===== config.mk =====
export PLATFORM = sky130hd
export DESIGN_NAME = aac_lc_config_normalizer_core
export DESIGN_NICKNAME = d
export VERILOG_FILES = /design/src/rtl/core/aacn_pkg.sv /design/src/rtl/core/aacn_parser.sv /design/src/rtl/core/aac_lc_config_normalizer_core.sv
export SDC_FILE = /design/constraint.sdc
export NUM_CORES = 1
export LEC_CHECK = 0
export ABC_AREA = 1
export BUFFER_PORTS_ARGS = -buffer_cell sky130_fd_sc_hd__buf_2
export CAP_MARGIN = 20
export CORE_ASPECT_RATIO = 0.5
export CORE_UTILIZATION = 50
export DETAILED_ROUTE_END_ITERATION = 7
export HOLD_SLACK_MARGIN = 0.06
export PLACE_DENSITY = 0.67
export RECOVER_POWER = 100
export SLEW_MARGIN = 10
export SYNTH_ARGS = -nofsm -noshare
export SYNTH_HDL_FRONTEND = slang
export SYNTH_SLANG_ARGS = --single-unit

===== constraint.sdc =====
create_clock -name i_clk -period 3.25 [get_ports i_clk]
set_clock_uncertainty 0.1 [all_clocks]
set_input_delay 0.975 -clock i_clk [delete_from_list [all_inputs] [get_ports i_clk]]
set_output_delay 0.975 -clock i_clk [all_outputs]
set_load 0.02 [all_outputs]

===== src/rtl/core/aacn_pkg.sv =====
// aacn_pkg: shared types, constants and rate table functions for the config normalizer
// used by aacn_parser and aac_lc_config_normalizer_core; no dependencies
package aacn_pkg;

    localparam int RATE_COUNT = 13;

    localparam logic [4:0]  OBJ_TYPE_LC   = 5'd2;
    localparam logic [3:0]  FREQ_ESCAPE   = 4'd15;
    localparam logic [6:0]  ESC_CH_GA     = 7'h10;
    localparam logic [5:0]  PCE_B2_FIXED  = 6'b000001;
    localparam logic [5:0]  PCE_B3_FIXED  = 6'b000100;
    localparam logic [7:0]  PCE_B6_FIXED  = 8'h20;
    localparam logic [23:0] SYNC_EXT      = 24'h56e500;
    localparam logic [7:0]  SYNC_BYTE0    = 8'h56;
    localparam logic [7:0]  SYNC_BYTE1    = 8'he5;
    localparam logic [7:0]  NORM_OT_BITS  = 8'h10;
    localparam logic [6:0]  NORM_CH_BITS  = 7'h10;
    localparam logic [2:0]  LEN_PLAIN     = 3'd2;
    localparam logic [2:0]  LEN_EXT       = 3'd5;
    localparam logic [2:0]  TAIL_EXT_BYTES = 3'd3;
    localparam logic [2:0]  TAIL_SAT      = 3'd4;

    typedef enum logic [3:0] {
        S_B0,
        S_B1,
        S_ESC2,
        S_ESC3,
        S_ESC4,
        S_PCE2,
        S_PCE3,
        S_PCE4,
        S_PCE5,
        S_PCE6,
        S_CCOUNT,
        S_CSKIP,
        S_TAIL,
        S_FAIL
    } t_state;

    typedef struct packed {
        logic       ok;
        logic       ext;
        logic [3:0] rate_index;
    } t_verdict;

    typedef struct packed {
        logic       hit;
        logic [3:0] idx;
    } t_lookup;

    function automatic logic [16:0] rate_hz(input logic [3:0] idx);
        logic [16:0] hz;
        case (idx)
            4'd0:    hz = 17'd96000;
            4'd1:    hz = 17'd88200;
            4'd2:    hz = 17'd64000;
            4'd3:    hz = 17'd48000;
            4'd4:    hz = 17'd44100;
            4'd5:    hz = 17'd32000;
            4'd6:    hz = 17'd24000;
            4'd7:    hz = 17'd22050;
            4'd8:    hz = 17'd16000;
            4'd9:    hz = 17'd12000;
            4'd10:   hz = 17'd11025;
            4'd11:   hz = 17'd8000;
            4'd12:   hz = 17'd7350;
            default: hz = 17'd0;
        endcase
        return hz;
    endfunction

    function automatic t_lookup rate_lookup(input logic [23:0] value);
        t_lookup res;
        res = '0;
        for (int i = 0; i < RATE_COUNT; i++) begin
            if (value == {7'd0, rate_hz(4'(i))}) begin
                res.hit = 1'b1;
                res.idx = 4'(i);
            end
        end
        return res;
    endfunction

endpackage


===== src/rtl/core/aacn_parser.sv =====
// aacn_parser: byte-wise parse state of one config and the verdict on its last byte
// depends on aacn_pkg
module aacn_parser import aacn_pkg::*; #(
    parameter int MAX_CONFIG_BYTES = 256
) (
    input  logic       i_clk,
    input  logic       i_rst_n,
    input  logic       i_step,
    input  logic [7:0] i_byte,
    input  logic       i_last,
    output t_verdict   o_verdict
);

    localparam int CNT_W = $clog2(MAX_CONFIG_BYTES + 2);
    localparam logic [CNT_W-1:0] CNT_MAX = CNT_W'(MAX_CONFIG_BYTES);
    localparam logic [CNT_W-1:0] CNT_MIN = CNT_W'(2);

    t_state             r_state,    n_state;
    logic [2:0]         r_freq_hi,  n_freq_hi;
    logic [3:0]         r_rate,     n_rate;
    logic [22:0]        r_accum,    n_accum;
    logic [7:0]         r_comment,  n_comment;
    logic [2:0]         r_tail_cnt, n_tail_cnt;
    logic [23:0]        r_tail_pat, n_tail_pat;
    logic               r_tail_nz,  n_tail_nz;
    logic [CNT_W-1:0]   r_cnt,      n_cnt;

    logic [3:0]         freq;
    t_lookup            esc_hit;
    logic               ext;

    assign freq    = {r_freq_hi, i_byte[7]};
    assign esc_hit = rate_lookup({r_accum, i_byte[7]});

    always_comb begin
        n_state    = r_state;
        n_freq_hi  = r_freq_hi;
        n_rate     = r_rate;
        n_accum    = r_accum;
        n_comment  = r_comment;
        n_tail_cnt = r_tail_cnt;
        n_tail_pat = r_tail_pat;
        n_tail_nz  = r_tail_nz;
        n_cnt      = (r_cnt <= CNT_MAX) ? r_cnt + CNT_W'(1) : r_cnt;
        case (r_state)
            S_B0: begin
                n_freq_hi = i_byte[2:0];
                n_state   = (i_byte[7:3] == OBJ_TYPE_LC) ? S_B1 : S_FAIL;
            end
            S_B1: begin
                n_accum = {16'd0, i_byte[6:0]};
                if (freq == FREQ_ESCAPE) begin
                    n_state = S_ESC2;
                end else if (freq >= 4'(RATE_COUNT) || i_byte[6:0] != 7'd0) begin
                    n_state = S_FAIL;
                end else begin
                    n_rate  = freq;
                    n_state = S_PCE2;
                end
            end
            S_ESC2: begin
                n_accum = {r_accum[14:0], i_byte};
                n_state = S_ESC3;
            end
            S_ESC3: begin
                n_accum = {r_accum[14:0], i_byte};
                n_state = S_ESC4;
            end
            S_ESC4: begin
                n_rate  = esc_hit.idx;
                n_state = (esc_hit.hit && i_byte[6:0] == ESC_CH_GA) ? S_TAIL : S_FAIL;
            end
            S_PCE2: begin
                n_state = (i_byte[7:2] == PCE_B2_FIXED && i_byte[1:0] == r_rate[3:2])
                          ? S_PCE3 : S_FAIL;
            end
            S_PCE3: begin
                n_state = (i_byte[7:6] == r_rate[1:0] && i_byte[5:0] == PCE_B3_FIXED)
                          ? S_PCE4 : S_FAIL;
            end
            S_PCE4: begin
                n_state = (i_byte == 8'd0) ? S_PCE5 : S_FAIL;
            end
            S_PCE5: begin
                n_state = (i_byte == 8'd0) ? S_PCE6 : S_FAIL;
            end
            S_PCE6: begin
                n_state = (i_byte == PCE_B6_FIXED) ? S_CCOUNT : S_FAIL;
            end
            S_CCOUNT: begin
                n_comment = i_byte;
                n_state   = (i_byte == 8'd0) ? S_TAIL : S_CSKIP;
            end
            S_CSKIP: begin
                n_comment = r_comment - 8'd1;
                n_state   = (r_comment == 8'd1) ? S_TAIL : S_CSKIP;
            end
            S_TAIL: begin
                n_tail_cnt = (r_tail_cnt < TAIL_SAT) ? r_tail_cnt + 3'd1 : r_tail_cnt;
                n_tail_pat = {r_tail_pat[15:0], i_byte};
                n_tail_nz  = r_tail_nz | (i_byte != 8'd0);
            end
            default: begin
                n_state = S_FAIL;
            end
        endcase
    end

    // verdict includes the current byte
    always_comb begin
        ext = (n_tail_cnt == TAIL_EXT_BYTES) && (n_tail_pat == SYNC_EXT);
        o_verdict.ok = (n_state == S_TAIL) && (n_cnt >= CNT_MIN) && (n_cnt <= CNT_MAX)
                       && (ext || !n_tail_nz);
        o_verdict.ext        = ext;
        o_verdict.rate_index = n_rate;
    end

    always_ff @(posedge i_clk) begin
        if (!i_rst_n || (i_step && i_last)) begin
            r_state    <= S_B0;
            r_freq_hi  <= '0;
            r_rate     <= '0;
            r_accum    <= '0;
            r_comment  <= '0;
            r_tail_cnt <= '0;
            r_tail_pat <= '0;
            r_tail_nz  <= 1'b0;
            r_cnt      <= '0;
        end else if (i_step) begin
            r_state    <= n_state;
            r_freq_hi  <= n_freq_hi;
            r_rate     <= n_rate;
            r_accum    <= n_accum;
            r_comment  <= n_comment;
            r_tail_cnt <= n_tail_cnt;
            r_tail_pat <= n_tail_pat;
            r_tail_nz  <= n_tail_nz;
            r_cnt      <= n_cnt;
        end
    end

endmodule


===== src/rtl/core/aac_lc_config_normalizer_core.sv =====
// aac_lc_config_normalizer_core: top level, input register, parser and result register
// depends on aacn_pkg and aacn_parser
// path: input register then result register; o_valid is set when the last byte steps
// out of the input register, which waits while the previous result is stalled
// throughput: one byte per cycle; a last byte waits only while the result is stalled
// reset: synchronous active-low, clears parse state and both valid flags
module aac_lc_config_normalizer_core import aacn_pkg::*; #(
    parameter int MAX_CONFIG_BYTES = 256
) (
    input  logic        i_clk,
    input  logic        i_rst_n,
    input  logic        i_valid,
    output logic        o_stall,
    input  logic [7:0]  i_data_byte,
    input  logic        i_last,
    output logic        o_valid,
    input  logic        i_stall,
    output logic        o_ok,
    output logic [2:0]  o_out_length,
    output logic [7:0]  o_norm_byte0,
    output logic [7:0]  o_norm_byte1,
    output logic [7:0]  o_norm_byte2,
    output logic [7:0]  o_norm_byte3,
    output logic [7:0]  o_norm_byte4,
    output logic [16:0] o_sample_rate
);

    logic       r_in_valid;
    logic [7:0] r_in_byte;
    logic       r_in_last;
    logic       r_out_valid;
    t_verdict   r_res;
    t_verdict   verdict;
    logic       out_free;
    logic       step;
    logic       in_xfer;

    assign out_free = !r_out_valid || !i_stall;
    assign step     = r_in_valid && (!r_in_last || out_free);
    assign o_stall  = r_in_valid && !step;
    assign in_xfer  = i_valid && !o_stall;

    always_ff @(posedge i_clk) begin
        if (!i_rst_n) begin
            r_in_valid <= 1'b0;
        end else if (in_xfer) begin
            r_in_valid <= 1'b1;
        end else if (step) begin
            r_in_valid <= 1'b0;
        end
    end

    always_ff @(posedge i_clk) begin
        if (in_xfer) begin
            r_in_byte <= i_data_byte;
            r_in_last <= i_last;
        end
    end

    aacn_parser #(
        .MAX_CONFIG_BYTES(MAX_CONFIG_BYTES)
    ) u_parser (
        .i_clk     (i_clk),
        .i_rst_n   (i_rst_n),
        .i_step    (step),
        .i_byte    (r_in_byte),
        .i_last    (r_in_last),
        .o_verdict (verdict)
    );

    always_ff @(posedge i_clk) begin
        if (!i_rst_n) begin
            r_out_valid <= 1'b0;
        end else if (step && r_in_last) begin
            r_out_valid <= 1'b1;
        end else if (!i_stall) begin
            r_out_valid <= 1'b0;
        end
    end

    always_ff @(posedge i_clk) begin
        if (step && r_in_last) begin
            r_res <= verdict;
        end
    end

    assign o_valid       = r_out_valid;
    assign o_ok          = r_res.ok;
    assign o_out_length  = !r_res.ok ? 3'd0 : (r_res.ext ? LEN_EXT : LEN_PLAIN);
    assign o_norm_byte0  = r_res.ok ? (NORM_OT_BITS | {5'd0, r_res.rate_index[3:1]}) : 8'd0;
    assign o_norm_byte1  = r_res.ok ? {r_res.rate_index[0], NORM_CH_BITS} : 8'd0;
    assign o_norm_byte2  = (r_res.ok && r_res.ext) ? SYNC_BYTE0 : 8'd0;
    assign o_norm_byte3  = (r_res.ok && r_res.ext) ? SYNC_BYTE1 : 8'd0;
    assign o_norm_byte4  = 8'd0;
    assign o_sample_rate = r_res.ok ? rate_hz(r_res.rate_index) : 17'd0;

endmodule


# Yosys cells after proc, flatten, opt, wreduce, memory -nomap -nowiden
# Memory sizes are Yosys's and may differ from the RTL's. A register that Yosys moved wholly into a read port is not among the register bits.
# Index checks and enable logic that the tools add are counted.
# classes
n_addsub,3
n_lt_le_gt_ge,5
eq_ne,38
n_mux,47
bitwise_logic,1
n_reduce_logical,35
# ops
cell,count
$eq A24 B14 Y1 const B,3
$eq A24 B15 Y1 const B,3
$eq A24 B16 Y1 const B,3
$mux W5,14
$pmux W4 S13,1
$eq A24 B13 Y1 const B,2
$eq A24 B17 Y1 const B,2
$pmux W23 S2,1
$mux W4,8
$eq A4 B4 Y1 const B,7
$mux W3,9
$eq A24 B23 Y1 const B,1
$mux W24,1
$le A9 B9 Y1 const B,2
$mux W17,1
$eq A4 B3 Y1 const B,4
$mux W8,2
$pmux W8 S2,1
$logic_and A1 B1 Y1,12
$add A9 B1 Y9 const B,1
$ge A9 B2 Y1 const B,1
$mux W9,1
$eq A4 B2 Y1 const B,2
$eq A8 B1 Y1 const B,1
other kinds (26),46
# word_totals
ff_bits,96
mem_bits_ro,272
input_bits,13
output_inout_bits,63
elab_cells,146
memories,1
# memory_table
memory,words,word_bits,rd,rd_clocked_by_memory_dff,write_ports,line,text
(no name shown),16,17,1,1,0,aacn_pkg.sv:53,case (idx)

# Depth between registers and ports, before layout
# Gate-level depths: netlist of the first run.
# depth
ltp_word,21
mapped_depth,19
mapped_depth_nobuf,18

# By module
# Synthesis of the first run repeated with hierarchy kept, for this count alone.
# hier_totals
hier_cells,1139
area_unflattened_um2,7243.2
# modules_own_cells
mod,instances,cells_per_inst,area_per_inst_um2,seq_area_each_um2
aacn_parser,1,903,5346.4,1581.5
aac_lc_config_normalizer_core,1,236,1896.8,830.8

# Worst setup path after synthesis of the first run
# Ideal clock, no wire load.
# synth_timing
path_type,input-to-reg
start,in i_stall
end,reg (tool-made name)
setup_time_ns,0.119
arrival_ns,2.363
required_ns,3.031
setup_slack_ns,0.668
path_stages,12
n_path_buf,0
path_cell_list,nand2_1 > inv_1 > nand2_1 > nand2_2 > inv_2 > nand2_2 > inv_2 > or2_2 > nand2_1 > ha_1 > nand3_1 > nand3_1
# synth_lines
element,line,text
start: declaration,aac_lc_config_normalizer_core.sv:17,"input logic i_stall,"

==> results of run 1 <==
==> cells in the final DEF, fill, tap and decap left out, types with 11 or more instances in the layout <==
cell       instances
nand4_1           20
clkbuf_16         20
inv_1            126
edfxtp_1          15
inv_2             17
nor2_1            94
nand2_1          250
a21oi_1           81
buf_2             13
o21ai_1           15
clkbuf_1          40
ha_1              11
nand2_2           15
o21ai_0           71
nand3_1           37
nor3_1            21
dfxtp_1           98
conb_1            25
nor2_2            11
==> power breakdown <==
part	internal [uW]	switching, uW
clock	1400	664
sequential	1480	47.4
combinational	124	306
total	3000	1020
==> worst paths after layout <==
path	startpoint	to	slack, ns	cells after the start
min reg2reg	u_parser.r_accum[18]	u_parser.r_accum[18]	0.36	2
max reg2reg	r_in_byte[7]	flop	0.47	17
min	u_parser.r_accum[18]	u_parser.r_accum[18]	0.36	2
max	r_in_byte[7]	flop	0.47	17
==> worst max-delay path: cells and delay by family (launching register included) <==
kind | cells | cell delay (ns)
flip-flops | 1 | 0.49
buffers and inverters | 4 | 0.70
AO/OA/AOI/OAI | 1 | 0.17
AND/OR/NAND/NOR | 11 | 0.97
adder cells (fa/ha/maj) | 1 | 0.24
==> layer usage <==
metal | vias up | wire [um]
li1 | 3319 | -
met1 | 2937 | 8240
met2 | 218 | 7350
met3 | 24 | 940
met4 | 0 | 220
met5 | - | 0
==> metrics by stage <==
stage	hold WS, ns	util (%)	area [um^2]
3_5_place_dp	0.354	54.3	7100
5_1_grt	0.374	58.8	7680
6_report	0.359	58.8	7680
4_1_cts	0.360	59.4	7750
3_3_place_gp	0.348	54.3	7100
2_1_floorplan	0.341	-	7010
==> layout make-up <==
cell class | count | area (um^2) | share of cell area, %
Multi-Input combinational cell | 723 | 3560 | 46.3
Sequential cell | 113 | 2410 | 31.4
Clock buffer | 24 | 546 | 7.10
Inverter | 144 | 541 | 7.04
Timing Repair Buffer | 64 | 297 | 3.86
Tap cell | 170 | 213 | 2.77
Clock inverter | 7 | 114 | 1.48
==> cells by family (layout without fill, tap and decap cells) <==
kind of cell,count (synthesis),after routing,share of synthesized area [%]
simple gates,475,475,31.1
buf+inv,216,239,14.8
compound gates,202,202,15.9
flops,113,113,34.9
fa+ha+maj,11,11,1.99
xor+xnor,10,10,1.27
other cells,1,25,0.0542
==> results_dict.tcl, run 1 <==
set metrics [dict create \
    io_buffers 50 \
    cts_buffer_depth 2 \
    postCtsHoldBufs 0 \
    post-route-min-period_ns 2.78 \
    critPathKind "reg2reg" \
    ys_ff_latch 113 \
    wl_per_cell_um 13.5 \
    cts_setup_buffers 0 \
    dieArea_um2 14300 \
    required_ns 3.45 \
    area_delta_synth_final_pct 11.0 \
    drt_wl_total_mm 16.8 \
    synth_cell_type_count 45 \
    synth_top_area_share_pct 28.4 \
    clkLatencyLatePin_ns 0.41 \
    drc_errors 0 \
    io_pins 76 \
    arrival_ns 2.97 \
    final_max_slew_viol_count 0 \
    place_congestion 0.936 \
    max-cap-violations 0 \
    core-area_um2 13100 \
    finalHoldViolCount 0 \
    finalPower_uw 4020 \
    ys_seq_area_share_pct 34.9 \
    use_met3_pct 5.83 \
    overflow 0 \
    pre_cts_ws_ns 0.386 \
    synth-main-ff-cell "dfxtp_1" \
    grt_pass1_vias 5910 \
    grt_max_degree 49 \
    p_leak_uw 0.00350 \
    yosys.area.top_type "dfxtp_1" \
    cts_tree "yes" \
    viasPerCell 5.22 \
    fin_ws_ns 0.473 \
    peakVddDrop_v 0.000330 \
    yosysWarnings 0 \
    finalNonFillerCells 1245 \
    track_usage_pct 24.3 \
    grt_busiest_layer "met2" \
    globalRouteMet1Util_pct 32.1 \
    tns_ns 0 \
    slowest_stage "edfxtp_1" \
    use_met2_pct 39.6 \
    synth.area.top_cells "dfxtp_1 (28%), nand2_1 (13%), inv_1 (6.6%)" \
    clockRootBuffer "clkbuf_16" \
    syn_area_per_cell_um2 6.73 \
    layout.nets 1087 \
    tightest_slew_ns 1.07 \
    slew_headroom_pct 28.5 \
    cts_sinks 113 \
    timing.hold.worst.class "reg2reg" \
    cts_max_level 4 \
    grt_setup_unrepaired "false" \
    layout-drive-gt1-share_pct 11.9 \
    fillCellCount 1286 \
    post-place-cells 1214 \
    cp_max_fo 6 \
    clk_pin_slew_ns 0.05 \
    vias 6498 \
    die_y_um 85.2 \
    ys_async_sr_fraction_pct 0 \
    cp_cell_sequence "clkbuf_1, inv_1, nand2_1, nor2_1, nand3b_1, nor2_1, a21oi_1, nand2_1, nand2_1, nand2_1, nand2_2, inv_1, ha_1, nand2_2, inv_2, nand2_2, nand3_1" \
    final_antenna_net_count 0 \
    antenna_cells 0 \
    power_density_nw_per_um2 523 \
    setup_viol 0 \
    cp-start-kind "flop" \
    dr.pass1.iters 7 \
    finalCritPeriodShare_pct 85.4 \
    ys_top_cells_by_count "nand2_1 (246), inv_1 (122), dfxtp_1 (98)" \
    syn_area_um2 6920 \
    synth.most_common_cell "nand2_1" \
    num_rows 29 \
    place_hpwl_mm 11.9 \
    slowest_delay_ns 0.49 \
    crit_top_cell "nand2_1" \
    ctsResizeCount 0 \
    max_clock_freq_ghz 0.360 \
    drt_iter0_markers 484 \
    synth_edf_count 15 \
    outcome "finished, final reports clean" \
    die_w_um 168 \
    critPathCaptureType "flop" \
    grt_pass1_wl_mm 27.8 \
    syn_inst 1028 \
    numCtsBuffers 17 \
    antenna_found_initial 0 \
    start_util_pct 53.0 \
]
(Power assumes the default switching activity.)
==> run 2: changes to the inputs <==
Settings changed: CTS_BUF_LIST set to sky130_fd_sc_hd__clkbuf_8.
==> run 2 against run 1 <==
- worst setup slack about the same
- worst hold slack better by 0.0020 ns
- critical path depth unchanged
- clock-buffer cell count down 4
- register-to-register slack about the same
- final area down 2.5%
- core utilization down 1.5 points
- wire length down 2.3%
- global-route usage down 0.61 points
- combinational power down 0.9%
- sequential power about the same
==> results_dict.tcl, run 2 (same netlist as run 1, synthesis figures left out) <==
set metrics [dict create \
    slowest_stage "edfxtp_1" \
    grt_max_degree 49 \
    layout-drive-gt1-share_pct 11.9 \
    finalPower_uw 3580 \
    max-cap-violations 0 \
    overflow 0 \
    multiInputGateArea_um2 3550 \
    final_max_slew_viol_count 0 \
    clkLatencyLatePin_ns 0.43 \
    clock_power_share_pct 45.6 \
    cp_cell_sequence "clkbuf_1, inv_1, nand2_1, nor2_1, nand3b_1, nor2_1, nand2_1, nand3_1, nand2_2, nand2_1, nand3_4, nand2_2, inv_2, nand2_2, nand2_1, nand2_1, nand2_1" \
    cts_sinks 113 \
    top_layer "met4" \
    slew_headroom_pct 27.6 \
    final_antenna_net_count 0 \
    grt_pass1_vias 5889 \
    regArea_um2 2410 \
    final_common_cell "nand2_1" \
    critPathKind "reg2reg" \
    peakVddDrop_v 0.000230 \
    timing.rr.start "r_in_byte[7]" \
    antenna_cells 0 \
    drc_errors 0 \
    grt_setup_unrepaired "false" \
    vias 6469 \
    track_usage_pct 23.7 \
    viasPerCell 5.20 \
    cp-startpoint "r_in_byte[7]" \
    die_y_um 85.2 \
    clockRootBuffer "clkbuf_8" \
    finalHoldViolCount 0 \
    core-area_um2 13100 \
    setup_viol 0 \
    timing.hold.worst.class "reg2reg" \
    met2_length_mm 7.00 \
    cts_tree "yes" \
    cts_buffer_depth 2 \
    seq_power_share_pct 42.5 \
    cts_setup_buffers 0 \
    tns_ns 0 \
    postCtsHoldBufs 0 \
    p_comb_share_pct 11.9 \
    wl_per_cell_um 13.1 \
    area_delta_synth_final_pct 8.28 \
    r2r_slack_ns 0.47 \
    hold_depth 2 \
    cts_max_level 4 \
    post-route-min-period_ns 2.78 \
    max_clock_freq_ghz 0.360 \
    intPower_uw 2640 \
    slowest_delay_ns 0.50 \
    die_w_um 168 \
    drt_iter0_markers 415 \
    dieArea_um2 14300 \
    fillCellCount 1328 \
    cp-start-kind "flop" \
    place_congestion 0.936 \
    critPathCaptureType "flop" \
    power_density_nw_per_um2 478 \
    num_rows 29 \
    layout.nets 1087 \
    switching_share_pct 26.2 \
    io_pins 76 \
    io_buffers 50 \
    cp_max_fo 15 \
    tightest_slew_ns 1.09 \
    required_ns 3.48 \
    start_util_pct 53.0 \
    dpl_cell_area_um2 7100 \
    outcome "finished, final reports clean" \
    drt_wl_total_mm 16.4 \
    finalCritPeriodShare_pct 85.5 \
    switching_power_uw 939 \
    rr_worst_depth 17 \
    ctsResizeCount 0 \
    wl_met3_mm 1.00 \
    clk_pin_slew_ns 0.07 \
    arrival_ns 3.01 \
    numCtsBuffers 17 \
    dr.pass1.iters 5 \
    final_area_um2 7490 \
    grt_pass1_wl_mm 27.3 \
    p_leak_uw 0.00342 \
    place_hpwl_mm 11.9 \
    antenna_found_initial 0 \
    wl_met1_mm 8.09 \
    crit_top_cell "nand2_1" \
    mostFrequentLayoutCells "nand2_1 (250), inv_1 (127), dfxtp_1 (98)" \
]
-- run 2: cell types whose count changed in the layout (fill, tap and decap cells not counted), sizes merged --
cell / change
clkbuf: -4
bufinv: +3
inv: +1
-- run 2: per-layer routing --
| metal | vias up | track usage [%] |
|---|---|---|
| met1 | 2889 | 32.0 |
| met3 | 29 | 4.38 |
| met5 | - | 0 |
| met2 | 231 | 38.1 |
| li1 | 3320 | - |
| met4 | 0 | 8.93 |
-- run 2: worst min-delay path by stage --
stage	slack, ns	endpoint	start
after detailed placement	0.35	u_parser.r_accum[18]	u_parser.r_accum[18]
after global placement	0.35	u_parser.r_accum[19]	u_parser.r_accum[19]
after CTS	0.36	u_parser.r_accum[18]	u_parser.r_accum[18]
final	0.36	u_parser.r_accum[18]	u_parser.r_accum[18]
after floorplan	0.34	u_parser.r_accum[18]	u_parser.r_accum[18]
after global routing	0.38	u_parser.r_accum[18]	u_parser.r_accum[18]
-- run 2: critical path, delay by kind of cell, from the launching register on --
family                 cells  cell delay, ns
flip-flops                 1            0.50
AND/OR/NAND/NOR           14            1.49
buffers and inverters      3            0.58
-- run 2: cell type report --
type                            count  area share [%]
Clock buffer                       20            3.67
Clock inverter                     11            2.77
Inverter                          144            7.22
Multi-Input combinational cell    723            47.3
Sequential cell                   113            32.2
Tap cell                          170            2.84
Timing Repair Buffer               64            3.96
-- run 2: power groups by stage --
stage / logic [uW] / clock network [uW] / registers (uW)
6_report: 426 / 1630 / 1520
5_1_grt: 479 / 1720 / 1530
4_1_cts: 431 / 1650 / 1520
3_5_place_dp: 429 / 0 / 1550
3_3_place_gp: 421 / 0 / 1550
2_1_floorplan: 362 / 0 / 1540
-- run 2: per-stage QoR --
step           worst slack (ns)  utilization (%)  hold WS, ns  std cells
2_1_floorplan             0.668                -        0.341       1052
6_report                  0.473             57.3        0.361       1245
3_3_place_gp              0.429             54.3        0.348       1214
4_1_cts                   0.601             58.0        0.362       1245
5_1_grt                   0.219             57.3        0.376       1245
3_5_place_dp              0.386             54.3        0.354       1214
